`config.mk`:
```
export PLATFORM = sky130hd
export DESIGN_NAME = sha512bh_sched
export DESIGN_NICKNAME = d
export VERILOG_FILES = /design/src/sha512bh_pkg.sv /design/src/sha512bh_sched.sv
export SDC_FILE = /design/constraint.sdc
export NUM_CORES = 1
export LEC_CHECK = 0
export ABC_AREA = 1
export BUFFER_PORTS_ARGS = -buffer_cell sky130_fd_sc_hd__buf_4
export CAP_MARGIN = 0
export CORE_AREA = 2 2 264 266
export CTS_BUF_LIST = sky130_fd_sc_hd__clkbuf_2
export DETAILED_ROUTE_END_ITERATION = 8
export DIE_AREA = 0 0 266 268
export PLACE_DENSITY = 0.91
export SYNTH_ARGS = -nofsm -noshare
export SYNTH_HDL_FRONTEND = slang
export SYNTH_SLANG_ARGS = --single-unit
```
`constraint.sdc`:
```
create_clock -name clock -period 16.6 [get_ports clock]
set_input_delay 0.83 -clock clock [delete_from_list [all_inputs] [get_ports clock]]
set_output_delay 0.83 -clock clock [all_outputs]
set_load 0.01 [all_outputs]
```
`src/sha512bh_pkg.sv`:
```
// ----------------------------------------------------------------------------
// SHA-512 block hash package
// Shared types, initial hash value, round constants and sigma functions.
// ----------------------------------------------------------------------------
`default_nettype none

package sha512bh_pkg;

   localparam int unsigned WORDS_PER_BLOCK = 16;
   localparam int unsigned ROUNDS          = 80;
   localparam int unsigned DIGEST_WORDS    = 8;

   typedef logic [63:0] word_type;
   typedef logic [DIGEST_WORDS-1:0][63:0] digest_type;
   typedef logic [6:0] round_type;

   typedef struct packed {
      logic [63:0] message_word;
      logic        new_message;
      logic        final_block;
   } req_type;

   typedef struct packed {
      logic [63:0] digest_word;
      logic [2:0]  digest_index;
      logic        last_word;
   } rsp_type;

   typedef struct packed {
      logic load_word;
      logic step;
      logic expand;
   } ctrl_type;

   function automatic digest_type init_value();
      digest_type v;
      v[0] = 64'h6a09e667f3bcc908;
      v[1] = 64'hbb67ae8584caa73b;
      v[2] = 64'h3c6ef372fe94f82b;
      v[3] = 64'ha54ff53a5f1d36f1;
      v[4] = 64'h510e527fade682d1;
      v[5] = 64'h9b05688c2b3e6c1f;
      v[6] = 64'h1f83d9abfb41bd6b;
      v[7] = 64'h5be0cd19137e2179;
      return v;
   endfunction

   function automatic word_type rotr(input word_type x, input int unsigned n);
      return (x >> n) | (x << (64 - n));
   endfunction

   function automatic word_type small_s0(input word_type x);
      return rotr(x, 1) ^ rotr(x, 8) ^ (x >> 7);
   endfunction

   function automatic word_type small_s1(input word_type x);
      return rotr(x, 19) ^ rotr(x, 61) ^ (x >> 6);
   endfunction

   function automatic word_type big_s0(input word_type x);
      return rotr(x, 28) ^ rotr(x, 34) ^ rotr(x, 39);
   endfunction

   function automatic word_type big_s1(input word_type x);
      return rotr(x, 14) ^ rotr(x, 18) ^ rotr(x, 41);
   endfunction

   function automatic word_type round_k(input round_type r);
      word_type k;
      case (r)
         7'd0:  k = 64'h428a2f98d728ae22;
         7'd1:  k = 64'h7137449123ef65cd;
         7'd2:  k = 64'hb5c0fbcfec4d3b2f;
         7'd3:  k = 64'he9b5dba58189dbbc;
         7'd4:  k = 64'h3956c25bf348b538;
         7'd5:  k = 64'h59f111f1b605d019;
         7'd6:  k = 64'h923f82a4af194f9b;
         7'd7:  k = 64'hab1c5ed5da6d8118;
         7'd8:  k = 64'hd807aa98a3030242;
         7'd9:  k = 64'h12835b0145706fbe;
         7'd10: k = 64'h243185be4ee4b28c;
         7'd11: k = 64'h550c7dc3d5ffb4e2;
         7'd12: k = 64'h72be5d74f27b896f;
         7'd13: k = 64'h80deb1fe3b1696b1;
         7'd14: k = 64'h9bdc06a725c71235;
         7'd15: k = 64'hc19bf174cf692694;
         7'd16: k = 64'he49b69c19ef14ad2;
         7'd17: k = 64'hefbe4786384f25e3;
         7'd18: k = 64'h0fc19dc68b8cd5b5;
         7'd19: k = 64'h240ca1cc77ac9c65;
         7'd20: k = 64'h2de92c6f592b0275;
         7'd21: k = 64'h4a7484aa6ea6e483;
         7'd22: k = 64'h5cb0a9dcbd41fbd4;
         7'd23: k = 64'h76f988da831153b5;
         7'd24: k = 64'h983e5152ee66dfab;
         7'd25: k = 64'ha831c66d2db43210;
         7'd26: k = 64'hb00327c898fb213f;
         7'd27: k = 64'hbf597fc7beef0ee4;
         7'd28: k = 64'hc6e00bf33da88fc2;
         7'd29: k = 64'hd5a79147930aa725;
         7'd30: k = 64'h06ca6351e003826f;
         7'd31: k = 64'h142929670a0e6e70;
         7'd32: k = 64'h27b70a8546d22ffc;
         7'd33: k = 64'h2e1b21385c26c926;
         7'd34: k = 64'h4d2c6dfc5ac42aed;
         7'd35: k = 64'h53380d139d95b3df;
         7'd36: k = 64'h650a73548baf63de;
         7'd37: k = 64'h766a0abb3c77b2a8;
         7'd38: k = 64'h81c2c92e47edaee6;
         7'd39: k = 64'h92722c851482353b;
         7'd40: k = 64'ha2bfe8a14cf10364;
         7'd41: k = 64'ha81a664bbc423001;
         7'd42: k = 64'hc24b8b70d0f89791;
         7'd43: k = 64'hc76c51a30654be30;
         7'd44: k = 64'hd192e819d6ef5218;
         7'd45: k = 64'hd69906245565a910;
         7'd46: k = 64'hf40e35855771202a;
         7'd47: k = 64'h106aa07032bbd1b8;
         7'd48: k = 64'h19a4c116b8d2d0c8;
         7'd49: k = 64'h1e376c085141ab53;
         7'd50: k = 64'h2748774cdf8eeb99;
         7'd51: k = 64'h34b0bcb5e19b48a8;
         7'd52: k = 64'h391c0cb3c5c95a63;
         7'd53: k = 64'h4ed8aa4ae3418acb;
         7'd54: k = 64'h5b9cca4f7763e373;
         7'd55: k = 64'h682e6ff3d6b2b8a3;
         7'd56: k = 64'h748f82ee5defb2fc;
         7'd57: k = 64'h78a5636f43172f60;
         7'd58: k = 64'h84c87814a1f0ab72;
         7'd59: k = 64'h8cc702081a6439ec;
         7'd60: k = 64'h90befffa23631e28;
         7'd61: k = 64'ha4506cebde82bde9;
         7'd62: k = 64'hbef9a3f7b2c67915;
         7'd63: k = 64'hc67178f2e372532b;
         7'd64: k = 64'hca273eceea26619c;
         7'd65: k = 64'hd186b8c721c0c207;
         7'd66: k = 64'heada7dd6cde0eb1e;
         7'd67: k = 64'hf57d4f7fee6ed178;
         7'd68: k = 64'h06f067aa72176fba;
         7'd69: k = 64'h0a637dc5a2c898a6;
         7'd70: k = 64'h113f9804bef90dae;
         7'd71: k = 64'h1b710b35131c471b;
         7'd72: k = 64'h28db77f523047d84;
         7'd73: k = 64'h32caab7b40c72493;
         7'd74: k = 64'h3c9ebe0a15c9bebc;
         7'd75: k = 64'h431d67c49c100d4c;
         7'd76: k = 64'h4cc5d4becb3e42b6;
         7'd77: k = 64'h597f299cfc657e2a;
         7'd78: k = 64'h5fcb6fab3ad6faec;
         7'd79: k = 64'h6c44198c4a475817;
         default: k = '0;
      endcase
      return k;
   endfunction

endpackage

`default_nettype wire

```
`src/sha512bh_sched.sv`:
```
// ----------------------------------------------------------------------------
// SHA-512 message schedule
// Sixteen-word window: takes message words in, then rotates or expands one
// schedule word per round.
// ----------------------------------------------------------------------------
`default_nettype none

module sha512bh_sched (
   input  wire logic                  clock,
   input  wire sha512bh_pkg::ctrl_type ctrl,
   input  wire sha512bh_pkg::word_type word_in,
   output sha512bh_pkg::word_type      sched_word
);
   import sha512bh_pkg::*;

   word_type window_ff [WORDS_PER_BLOCK];
   word_type expanded;

   assign expanded = small_s1(window_ff[14]) + window_ff[9]
                   + small_s0(window_ff[1]) + window_ff[0];
   assign sched_word = ctrl.expand ? expanded : window_ff[0];

   always_ff @(posedge clock) begin
      if (ctrl.load_word || ctrl.step) begin
         for (int i = 0; i < WORDS_PER_BLOCK - 1; i++) begin
            window_ff[i] <= window_ff[i+1];
         end
         window_ff[WORDS_PER_BLOCK-1] <= ctrl.load_word ? word_in : sched_word;
      end
   end

endmodule

`default_nettype wire

```
# Word level (Yosys, flattened, before mapping)
# Memory sizes are Yosys's and may differ from the RTL's.
# Cells that the tools add are included.
dict set report classes {
  add_sub_neg 3
  multipliers 0
  n_bitwise 8
  mux 4
  n_shift 0
  eq_ne 0
  order_cmp 0
  div_mod_pow 0
  n_reduce_logical 1
}
# cell n
set op_table {}
lappend op_table {{64-bit adder} 3}
lappend op_table {{64-bit two-way mux} 2}
lappend op_table {{64-bit bitwise XOR} 2}
lappend op_table {{3-bit by 64-bit bitwise OR with 64-bit output} 1}
lappend op_table {{45-bit by 64-bit bitwise OR with 64-bit output} 1}
lappend op_table {{56-bit by 64-bit bitwise OR with 64-bit output} 1}
lappend op_table {{63-bit by 64-bit bitwise OR with 64-bit output} 1}
lappend op_table {{64-bit by 57-bit bitwise XOR with 64-bit output} 1}
lappend op_table {{64-bit by 58-bit bitwise XOR with 64-bit output} 1}
lappend op_table {{1-bit two-way mux} 2}
lappend op_table {{1-bit logical OR} 1}
dict set report totals {
  word_cells 17
  register_bits 0
  out_inout_bits 64
  ram_bits 1024
  in_bits 68
  memories 1
  romBits 0
  latchBits 0
}
# memory words width rd rd_ports_with_merged_regs write_ports line
set mem_list {}
lappend mem_list {window_ff 16 64 16 0 16 sha512bh_sched.sv:16} ;# word_type window_ff [WORDS_PER_BLOCK];

# Logic depth before layout (Yosys ltp)
dict set report depth {
  word_depth 8
  depth_mapped 23
  ltp_nobuf 23
}

# Least setup slack after synthesis
# Ideal clock, no wire load.
dict set report synth_path {
  kind {in2reg}
  from {in ctrl[2] (netlist name)}
  to {mem window_ff[0][0] (netlist name), enable pin}
  setup_slack_ns 2.363
  setup_time_ns 0.979
  n_path_buf 1
  path_stages 2
  required_ns 15.621
  arrival_ns 13.258
  cell_sequence {clkbuf_1 > or2_2}
}
# item line
set synth_lines {}
lappend synth_lines {{start, declared} sha512bh_sched.sv:10} ;# input wire sha512bh_pkg::ctrl_type ctrl,
lappend synth_lines {{end, declared} sha512bh_sched.sv:16}

==> impl_metrics.yaml <==
run_status:
  status: "completed"
sta:
  worst_pin_slew_ps: 1100
  finalSetupViolations: 0
  finalMaxSlewViolations: 0
  hold_viol: 0
  max_freq_ghz: 0.137
  slew_headroom_pct: 26.4
  setup_slack_ps: 9280
  setup_tns_ps: 0
  fin_worst_skew_ps: 120
  fin_crit_ps: 7320
  fin_crit_sh_pct: 44.1
  rsz0062_at_grt: "no"
clock_tree:
  clkTransAtPathRegs_ps: 120
  postCtsSetupBuffers: 0
  cts_buffers: 230
  cts_tree: "built"
  holdBufCountCts: 78
  cts_resized: 0
  cts.sinks: 1024
  cts_max_level: 4
  root_buffer: "clkbuf_2"
  clockBufferDepth: 3
  clock_latency_ps: 1500
logic_synthesis:
  yosysTopAreaCell: "edfxtp_1"
  async_flop_share_pct: 0
  ys_warn_count: 0
  synth-edff-count: 1024
  ys_ff_latch: 1024
  synth_area_leaders: "edfxtp_1, nand2_1, fa_1"
  synth_flop_cell: "edfxtp_1"
  synth_cells: 3339
  ys_types: 37
  synth_top_area_share_pct: 69.8
  synth_area_per_cell_sq_um: 13.2
  syn_area_sq_mm: 0.0441
  syn_nets: 3596
  synth_most_common_cell: "edfxtp_1"
  synthTopCellsByCount: "edfxtp_1, nand2_1, inv_1"
  ys_seq_area_share_pct: 69.8
placed_design:
  numPlacedInstances: 4336
  dp_slack_ps: 10700
  hpwl_microns: 76100
  numPortBuffers: 131
  place_congestion: 0.983
global_route:
  overflow: 0
  grt_max_degree: 210
  grt_pass1_vias: 26100
  grt_antenna_before_repair: 6
  grt_use_total_pct: 31.7
  grt_pass1_wl_microns: 160000
critical_path:
  worst_setup_path_start_kind: "register"
  r2r_start: "window_ff[1][428]"
  cp_max_fo: 5
  worst-r2r-cell-count: 20
  path_class: "register to output pin"
  worstPathRequired_ps: 15770
  cp-startpoint: "window_ff[1][428]"
  cp.arrival_ps: 6490
  cp-end-kind: "output pin"
floorplan:
  die_h_microns: 268
  core_area_sq_mm: 0.0682
  row_count: 96
  die_area_sq_mm: 0.0713
  ioPinCount: 132
  die_w_microns: 266
  start_util_pct: 64.6
finish:
  multiInputGateArea_sq_mm: 0.0107
  top_regs: "window_ff: 1024 flops"
  largest_reg_flops: 1024
  regMostFlops: "window_ff"
  final_core_util_pct: 72.1
  final_cells: 4834
  final_nets: 4021
  drive_gt1_share_pct: 14.9
  fill_cells: 4334
  regArea_sq_mm: 0.0307
  area_delta_synth_final_pct: 11.6
min_path:
  whs_path_depth: 3
  min_from: "ctrl[2]"
  hold_class: "input port to register"
routing:
  dr.pass1.iters: 6
  final_antenna_net_count: 0
  vias_per_cell: 5.34
  vias: 25800
  drc: 0
  avgRoutedWirePerCell_microns: 22.8
  drtIter0Drc: 2941
  wl_microns: 110000
run:
  drv_cap: 0
==> per-stage QoR <==
stage	cell area (sq um)	hold WS [ps]
after floorplan	44100	400
after global placement	46200	400
after detailed placement	46200	405
after CTS	49200	0.315
after global routing	49200	45.2
final	49200	132
==> critical path, stage by stage, from the launching register on <==
cell and delay, ps:
edfxtp_1 700, xnor2_1 450, xor2_1 520, inv_1 170, fa_1 520, inv_1 50
fa_1 470, inv_1 50, ha_1 370, nand2_1 170, inv_1 50, nand2_1 60
nand2_1 80, inv_1 60, nand2_1 80, inv_1 60, nand2_1 140, a21oi_1 300
nand2_1 90, nand2_1 80, nand3_1 160, and2_1 260, buf_4 150
==> placed cells by master, fill, tap and decap left out, types with 42 or more instances in the layout <==
cell type / instances
edfxtp_1: 1024
ha_1: 63
nand3_1: 105
nand2_1: 788
clkbuf_2: 344
nor2_1: 90
dlygate4sd3_1: 78
xor2_1: 70
fa_1: 126
a21oi_1: 42
inv_1: 643
clkinv_1: 47
xnor2_1: 202
buf_4: 140
==> per-layer routing <==
metal / wire, microns / part of all wire (%) / GRT usage (%)
met1: 43200 / 39 / 43.0
met3: 10100 / 9.2 / 6.20
met5: 0 / 0 / 0
met2: 52000 / 47 / 50.3
met4: 4900 / 4.4 / 15.0
==> path summary, 6_finish.rpt <==
| check | slack (ps) | endpoint |
|---|---|---|
| worst max-delay path | 9280 | sched_word[55] |
| worst min-delay path | 130 | window_ff[1][471] |
| worst max register to register | 11430 | window_ff[1][505] |
| worst min register to register | 350 | window_ff[0][204] |
==> cells by family after synthesis <==
kind of cell,Yosys count,share of synthesized area [%]
flip-flops,1024,69.8
XOR/XNOR,272,5.41
buffers and inverters,681,5.83
adder cells (fa/ha/maj),189,7.51
AND/OR/NAND/NOR,1077,10.1
AO/OA/AOI/OAI,96,1.31
==> cell type report <==
type,instances,area share [%]
sequential,1024,62.5
multi-input combinational,1634,21.8
inverter,653,4.98
timing repair buffer,221,3.85
clock buffer,344,3.50
tap,882,2.24
clock inverter,72,1.02
antenna,4,0.0204
Power is left out: the tool's default activity adds up to more than one toggle a clock period on the data nets, which glitch-free logic cannot reach.
