### config.mk
export PLATFORM = sky130hd
export DESIGN_NAME = sha512bh_emit
export DESIGN_NICKNAME = d
export VERILOG_FILES = /design/src/sha512bh_pkg.sv /design/src/sha512bh_emit.sv
export SDC_FILE = /design/constraint.sdc
export NUM_CORES = 1
export LEC_CHECK = 0
export ABC_AREA = 1
export BUFFER_PORTS_ARGS = -buffer_cell sky130_fd_sc_hd__buf_2
export CORE_MARGIN = 10
export CORE_UTILIZATION = 48
export CTS_BUF_LIST = sky130_fd_sc_hd__clkbuf_16
export DETAILED_ROUTE_END_ITERATION = 10
export PLACE_DENSITY_LB_ADDON = 0.15
export SYNTH_ARGS = -nofsm -noshare
export SYNTH_HDL_FRONTEND = slang
export SYNTH_SLANG_ARGS = --single-unit
export TNS_END_PERCENT = 10
### constraint.sdc
create_clock -name clock -period 12.75 [get_ports clock]
set_input_delay 0.6375 -clock clock [delete_from_list [all_inputs] [get_ports clock]]
set_output_delay 0.6375 -clock clock [all_outputs]
set_load 0.02 [all_outputs]
### src/sha512bh_pkg.sv
// ----------------------------------------------------------------------------
// SHA-512 block hash package
// Shared types, initial hash value, round constants and sigma functions.
// ----------------------------------------------------------------------------
`default_nettype none

package sha512bh_pkg;

   localparam int unsigned WORDS_PER_BLOCK = 16;
   localparam int unsigned ROUNDS          = 80;
   localparam int unsigned DIGEST_WORDS    = 8;

   typedef logic [63:0] word_type;
   typedef logic [DIGEST_WORDS-1:0][63:0] digest_type;
   typedef logic [6:0] round_type;

   typedef struct packed {
      logic [63:0] message_word;
      logic        new_message;
      logic        final_block;
   } req_type;

   typedef struct packed {
      logic [63:0] digest_word;
      logic [2:0]  digest_index;
      logic        last_word;
   } rsp_type;

   typedef struct packed {
      logic load_word;
      logic step;
      logic expand;
   } ctrl_type;

   function automatic digest_type init_value();
      digest_type v;
      v[0] = 64'h6a09e667f3bcc908;
      v[1] = 64'hbb67ae8584caa73b;
      v[2] = 64'h3c6ef372fe94f82b;
      v[3] = 64'ha54ff53a5f1d36f1;
      v[4] = 64'h510e527fade682d1;
      v[5] = 64'h9b05688c2b3e6c1f;
      v[6] = 64'h1f83d9abfb41bd6b;
      v[7] = 64'h5be0cd19137e2179;
      return v;
   endfunction

   function automatic word_type rotr(input word_type x, input int unsigned n);
      return (x >> n) | (x << (64 - n));
   endfunction

   function automatic word_type small_s0(input word_type x);
      return rotr(x, 1) ^ rotr(x, 8) ^ (x >> 7);
   endfunction

   function automatic word_type small_s1(input word_type x);
      return rotr(x, 19) ^ rotr(x, 61) ^ (x >> 6);
   endfunction

   function automatic word_type big_s0(input word_type x);
      return rotr(x, 28) ^ rotr(x, 34) ^ rotr(x, 39);
   endfunction

   function automatic word_type big_s1(input word_type x);
      return rotr(x, 14) ^ rotr(x, 18) ^ rotr(x, 41);
   endfunction

   function automatic word_type round_k(input round_type r);
      word_type k;
      case (r)
         7'd0:  k = 64'h428a2f98d728ae22;
         7'd1:  k = 64'h7137449123ef65cd;
         7'd2:  k = 64'hb5c0fbcfec4d3b2f;
         7'd3:  k = 64'he9b5dba58189dbbc;
         7'd4:  k = 64'h3956c25bf348b538;
         7'd5:  k = 64'h59f111f1b605d019;
         7'd6:  k = 64'h923f82a4af194f9b;
         7'd7:  k = 64'hab1c5ed5da6d8118;
         7'd8:  k = 64'hd807aa98a3030242;
         7'd9:  k = 64'h12835b0145706fbe;
         7'd10: k = 64'h243185be4ee4b28c;
         7'd11: k = 64'h550c7dc3d5ffb4e2;
         7'd12: k = 64'h72be5d74f27b896f;
         7'd13: k = 64'h80deb1fe3b1696b1;
         7'd14: k = 64'h9bdc06a725c71235;
         7'd15: k = 64'hc19bf174cf692694;
         7'd16: k = 64'he49b69c19ef14ad2;
         7'd17: k = 64'hefbe4786384f25e3;
         7'd18: k = 64'h0fc19dc68b8cd5b5;
         7'd19: k = 64'h240ca1cc77ac9c65;
         7'd20: k = 64'h2de92c6f592b0275;
         7'd21: k = 64'h4a7484aa6ea6e483;
         7'd22: k = 64'h5cb0a9dcbd41fbd4;
         7'd23: k = 64'h76f988da831153b5;
         7'd24: k = 64'h983e5152ee66dfab;
         7'd25: k = 64'ha831c66d2db43210;
         7'd26: k = 64'hb00327c898fb213f;
         7'd27: k = 64'hbf597fc7beef0ee4;
         7'd28: k = 64'hc6e00bf33da88fc2;
         7'd29: k = 64'hd5a79147930aa725;
         7'd30: k = 64'h06ca6351e003826f;
         7'd31: k = 64'h142929670a0e6e70;
         7'd32: k = 64'h27b70a8546d22ffc;
         7'd33: k = 64'h2e1b21385c26c926;
         7'd34: k = 64'h4d2c6dfc5ac42aed;
         7'd35: k = 64'h53380d139d95b3df;
         7'd36: k = 64'h650a73548baf63de;
         7'd37: k = 64'h766a0abb3c77b2a8;
         7'd38: k = 64'h81c2c92e47edaee6;
         7'd39: k = 64'h92722c851482353b;
         7'd40: k = 64'ha2bfe8a14cf10364;
         7'd41: k = 64'ha81a664bbc423001;
         7'd42: k = 64'hc24b8b70d0f89791;
         7'd43: k = 64'hc76c51a30654be30;
         7'd44: k = 64'hd192e819d6ef5218;
         7'd45: k = 64'hd69906245565a910;
         7'd46: k = 64'hf40e35855771202a;
         7'd47: k = 64'h106aa07032bbd1b8;
         7'd48: k = 64'h19a4c116b8d2d0c8;
         7'd49: k = 64'h1e376c085141ab53;
         7'd50: k = 64'h2748774cdf8eeb99;
         7'd51: k = 64'h34b0bcb5e19b48a8;
         7'd52: k = 64'h391c0cb3c5c95a63;
         7'd53: k = 64'h4ed8aa4ae3418acb;
         7'd54: k = 64'h5b9cca4f7763e373;
         7'd55: k = 64'h682e6ff3d6b2b8a3;
         7'd56: k = 64'h748f82ee5defb2fc;
         7'd57: k = 64'h78a5636f43172f60;
         7'd58: k = 64'h84c87814a1f0ab72;
         7'd59: k = 64'h8cc702081a6439ec;
         7'd60: k = 64'h90befffa23631e28;
         7'd61: k = 64'ha4506cebde82bde9;
         7'd62: k = 64'hbef9a3f7b2c67915;
         7'd63: k = 64'hc67178f2e372532b;
         7'd64: k = 64'hca273eceea26619c;
         7'd65: k = 64'hd186b8c721c0c207;
         7'd66: k = 64'heada7dd6cde0eb1e;
         7'd67: k = 64'hf57d4f7fee6ed178;
         7'd68: k = 64'h06f067aa72176fba;
         7'd69: k = 64'h0a637dc5a2c898a6;
         7'd70: k = 64'h113f9804bef90dae;
         7'd71: k = 64'h1b710b35131c471b;
         7'd72: k = 64'h28db77f523047d84;
         7'd73: k = 64'h32caab7b40c72493;
         7'd74: k = 64'h3c9ebe0a15c9bebc;
         7'd75: k = 64'h431d67c49c100d4c;
         7'd76: k = 64'h4cc5d4becb3e42b6;
         7'd77: k = 64'h597f299cfc657e2a;
         7'd78: k = 64'h5fcb6fab3ad6faec;
         7'd79: k = 64'h6c44198c4a475817;
         default: k = '0;
      endcase
      return k;
   endfunction

endpackage

`default_nettype wire

### src/sha512bh_emit.sv
// ----------------------------------------------------------------------------
// SHA-512 digest emitter
// Holds a finished digest and shifts it out one word per response.
// ----------------------------------------------------------------------------
`default_nettype none

module sha512bh_emit (
   input  wire logic                    clock,
   input  wire logic                    reset,
   input  wire logic                    load,
   input  wire sha512bh_pkg::digest_type digest,
   output logic                          busy,
   output logic                          rsp_valid,
   input  wire logic                    rsp_ready,
   output sha512bh_pkg::rsp_type         rsp_data
);
   import sha512bh_pkg::*;

   digest_type buf_ff;
   logic [2:0] index_ff;
   logic       busy_ff;

   assign busy                  = busy_ff;
   assign rsp_valid             = busy_ff;
   assign rsp_data.digest_word  = buf_ff[0];
   assign rsp_data.digest_index = index_ff;
   assign rsp_data.last_word    = (index_ff == 3'(DIGEST_WORDS - 1));

   always_ff @(posedge clock) begin
      if (load) begin
         buf_ff <= digest;
      end else if (busy_ff && rsp_ready) begin
         buf_ff <= {64'h0, buf_ff[DIGEST_WORDS-1:1]};
      end
   end

   always_ff @(posedge clock) begin
      if (reset) begin
         busy_ff  <= 1'b0;
         index_ff <= '0;
      end else if (load) begin
         busy_ff  <= 1'b1;
         index_ff <= '0;
      end else if (busy_ff && rsp_ready) begin
         if (rsp_data.last_word) begin
            busy_ff <= 1'b0;
         end
         index_ff <= index_ff + 3'd1;
      end
   end

endmodule

`default_nettype wire

# Word level (Yosys, flattened, before mapping)
# Index checks and enable logic that the tools add are counted.
# totals
n_memories	0
ramBits	0
latchBits	0
word_cells	22
output_inout_bits	70
romBits	0
register_bits	516
# op_classes
n_eq_ne	1
shifts	0
bitwise_logic	0
n_reduce_logical	5
addsub	1
n_mul	0
n_div	0
mux	5
n_lt_le_gt_ge	0
# op_table
op	count
$mux 512	2
$reduce_bool 2->1	2
$add 3x1->3 const B	1
$eq 3x3->1 const B	1
$mux 1	3
$reduce_and 2->1	1
$reduce_or 2->1	1
$logic_and 1x1->1	1

# Depth between registers and ports, before layout
# depth
word_depth	4
ltp_mapped	6
mapped_depth_nobuf	5

# Worst setup path before layout
# OpenSTA, ideal clock, no wires.
# synth_timing
path_kind	input -> register
startpoint	in load
endpoint	reg buf_ff[100] (netlist name), enable pin
arrival_ns	9.350
stages	4
setup_slack_ns	-0.295
path_buffers	2
setup_time_ns	3.696
path_cell_list	buf_6 inv_4 buf_2 nand2_1
# synth_between
elab_chain_cells	1
# synth_rtl
element	line_no	text
from (decl)	sha512bh_emit.sv:10	input wire logic load,
$reduce_bool 2->1 (no source line)	-	
to (signal assigned)	sha512bh_emit.sv:31	buf_ff <= digest;
to (signal assigned)	sha512bh_emit.sv:33	buf_ff <= {64'h0, buf_ff[DIGEST_WORDS-1:1]};
to (decl)	sha512bh_emit.sv:19	digest_type buf_ff;
# No other way between the ends.
# A chain may end at the register's enable or synchronous reset.

# Final worst setup path
# layout_timing
startpoint	in load
endpoint	reg buf_ff (netlist bit rsp_data[23]), enable pin
# Same word-level chain as after synthesis.

==> out/qor.csv <==
metric,value,unit
run status,finished clean,
Skew-Pair Late Insertion Delay,0.58,ns
"Cell Area, Synth",22400,um^2
Routed Antenna Nets,0,
Cells after Synth,2182,
max-slew violations,0,
Synth Net Count,2700,
Crit Path Class,input port to flop,
Cells after DPL,3212,
Core Box Area,46360,um^2
"count leader, synth",nand2_1,
Hold WC Path Type,input port to flop,
Detail Placement HPWL,42310,um
Initial Utilization,0.4833,
Hold Buf Count CTS,0,
worst path cell trace,buf_8 -> inv_12 -> nand2_8 -> buf_4 -> buf_4,
mean post-synth cell area,10.27,um^2
worst slew pin tran,1.240,ns
R2R Path Start,busy,
area grow syn2layout,18.76,%
hold path depth,2,
DRC Markers,0,
required time worst endpoint,12.95,ns
Routed WL,59520,um
Fmax achieved,219.7,MHz
most frequent cells after synthesis,"1417 x nand2_1, 512 x edfxtp_1, 71 x buf_4",
antenna violations before repair,16,
WL/cell,17.89,um
# setup viols final,0,
synth unique cells,14,
Initial DRT Pass Iterations,5,
Leak Pwr,0.01308,uW
CTS Buf Count,53,
Final Power,3981,uW
slowest CP cell,buf_4,
Post-synth EDFFs,512,
CTS H-tree lvls,2,
gr usage total,0.2058,
Iteration-0 DRC Markers,1547,
Finished Layout Cells,3327,
vias per inst,4.659,
Sink Count,516,
Nets,3178,
slew margin rel.,0.1733,
clock-pin transition on the worst setup and hold timing paths,0.06,ns
total gr overflow,0,
CP endpoint kind,flop,
CP Data Arrival Time,4.75,ns
RSZ-0062 raised after global routing,false,
Hold Path Sink,busy,
Tcrit/Tclk final,0.3570,
Synthesis Warnings,0,
postcts setup bufs,0,
FF-to-FF End,rsp_data[23],
Area contributors post-synth,"edfxtp_1 69%, nand2_1 24%, buf_4 2.4%",
row count,79,
Worst path most repeated cell,buf_4,
clk root buf,clkbuf_16,
DIE AREA,55720,um^2
utilization after layout,0.5740,
Hold Path Origin,reset,
crit-path leading delay family,buffers and inverters,
post-synth top area cell,edfxtp_1,
FF-to-FF setup slack,8.83,ns
fin crit period,4.552,ns
CTS tree,done,
Final Hold Viols,0,
Resized Gates After CTS,0,
fill cell count,4105,
Chip Height,236.0,um
global-route wire length before repair,89710,um
depth of the most critical reg-to-reg path,4,
top cell type's share of synthesized area,0.6863,
Vias,15500,
Final TNS setup,0,ns
Critical Path Start,load,
PortBufs,585,
hold_ws,0.2268,ns
IO Count,586,
ys flop type,edfxtp_1,
crit path max fanout,238,
register area share after synthesis,0.6898,
largest net degree at the start of global routing,239,
Peak VDD IR,94.04,uV
async set or reset register ratio after synthesis,0,
share of cells above drive strength 1,0.2481,
vias in the first global route,15580,
Placer Congestion,0.8499,
CP Buf/Inv Count,4,
Clock Skew,0.01218,ns
max cap viols,0,
max incr delay on CP,0.91,ns
Startpoint Class,input port,
Die W,236.0,um
worst-case clock buffer depth,3,
Pwr Density,149.6,nW/um^2
Synth Register Bits,516,
## flip-flops by register name, indices dropped and copies added (netlist names)
register  flops
buf_ff      448
rsp_data     64
index_ff      3
busy          1
## logic make-up (layout without fill, tap and decap cells)
logic type	count (synthesis)	in the layout	synth area share
buffers and inverters	238	757	0.06998
DFF	516	516	0.6898
and+or+nand+nor	1424	1424	0.2386
adders and majority gates	2	2	0.001117
other	0	19	0
AOI/OAI and AO/OA	2	2	0.0004468
## power by group
group / switching (uW) / total, uW / internal (uW)
sequential: 42.4 / 2100 / 2060
clock: 634 / 1510 / 872
combinational: 240 / 374 / 134
## area by class of cell
cell class	count	area, um^2	share of cell area
sequential	516	15450	0.5808
multi-input combinational	1428	5398	0.2029
antenna	19	47.55	0.001787
inverter	67	264.0	0.009922
clock inverter	43	340.3	0.01279
timing repair buffer	594	3018	0.1134
tap	607	759.5	0.02854
clock buffer	53	1326	0.04984
## per-stage QoR
stage / worst slack (ns) / area (um^2)
4_1_cts: 8.144 / 26560
3_3_place_gp: 7.592 / 24890
3_5_place_dp: 7.518 / 24890
2_1_floorplan: 5.031 / 22410
6_report: 8.198 / 26610
5_1_grt: 7.796 / 26590
## metal layers
metal	wire [um]	vias up	GRT usage
met4	1577	2	0.07751
met1	24890	6968	0.2692
li1	-	7869	-
met3	4435	89	0.04405
met2	28600	572	0.3313
met5	16	-	0
## how the worst max path moves through the flow
stage                   endpoint  slack [ns]  cells past startpoint
floorplan            buf_ff[100]        5.03                      4
global route         buf_ff[210]        7.80                      5
CTS                 rsp_data[20]        8.14                      5
detailed placement  rsp_data[25]        7.52                      5
global placement    rsp_data[50]        7.59                      5
finish              rsp_data[23]        8.20                      5
## worst register-to-register path, stage by stage (launching register included)
cell and delay (ns):
dfxtp_1 0.45, nand2_1 0.27, nand2_8 0.75, buf_4 1.09, buf_4 0.92
## cells in the final DEF, fill, tap and decap left out
cell and n:
a21oi_1 2, buf_12 1, buf_2 584, buf_4 8, buf_8 1, bufinv_16 6
clkbuf_16 53, clkinv_1 15, clkinv_2 14, clkinvlp_4 1, dfxtp_1 4, diode_2 19
edfxtp_1 512, ha_1 2, inv_1 73, inv_12 1, nand2_1 1416, nand2_8 1
nand3_1 1, nor2_1 6
Power figures use the tool's default switching activity.
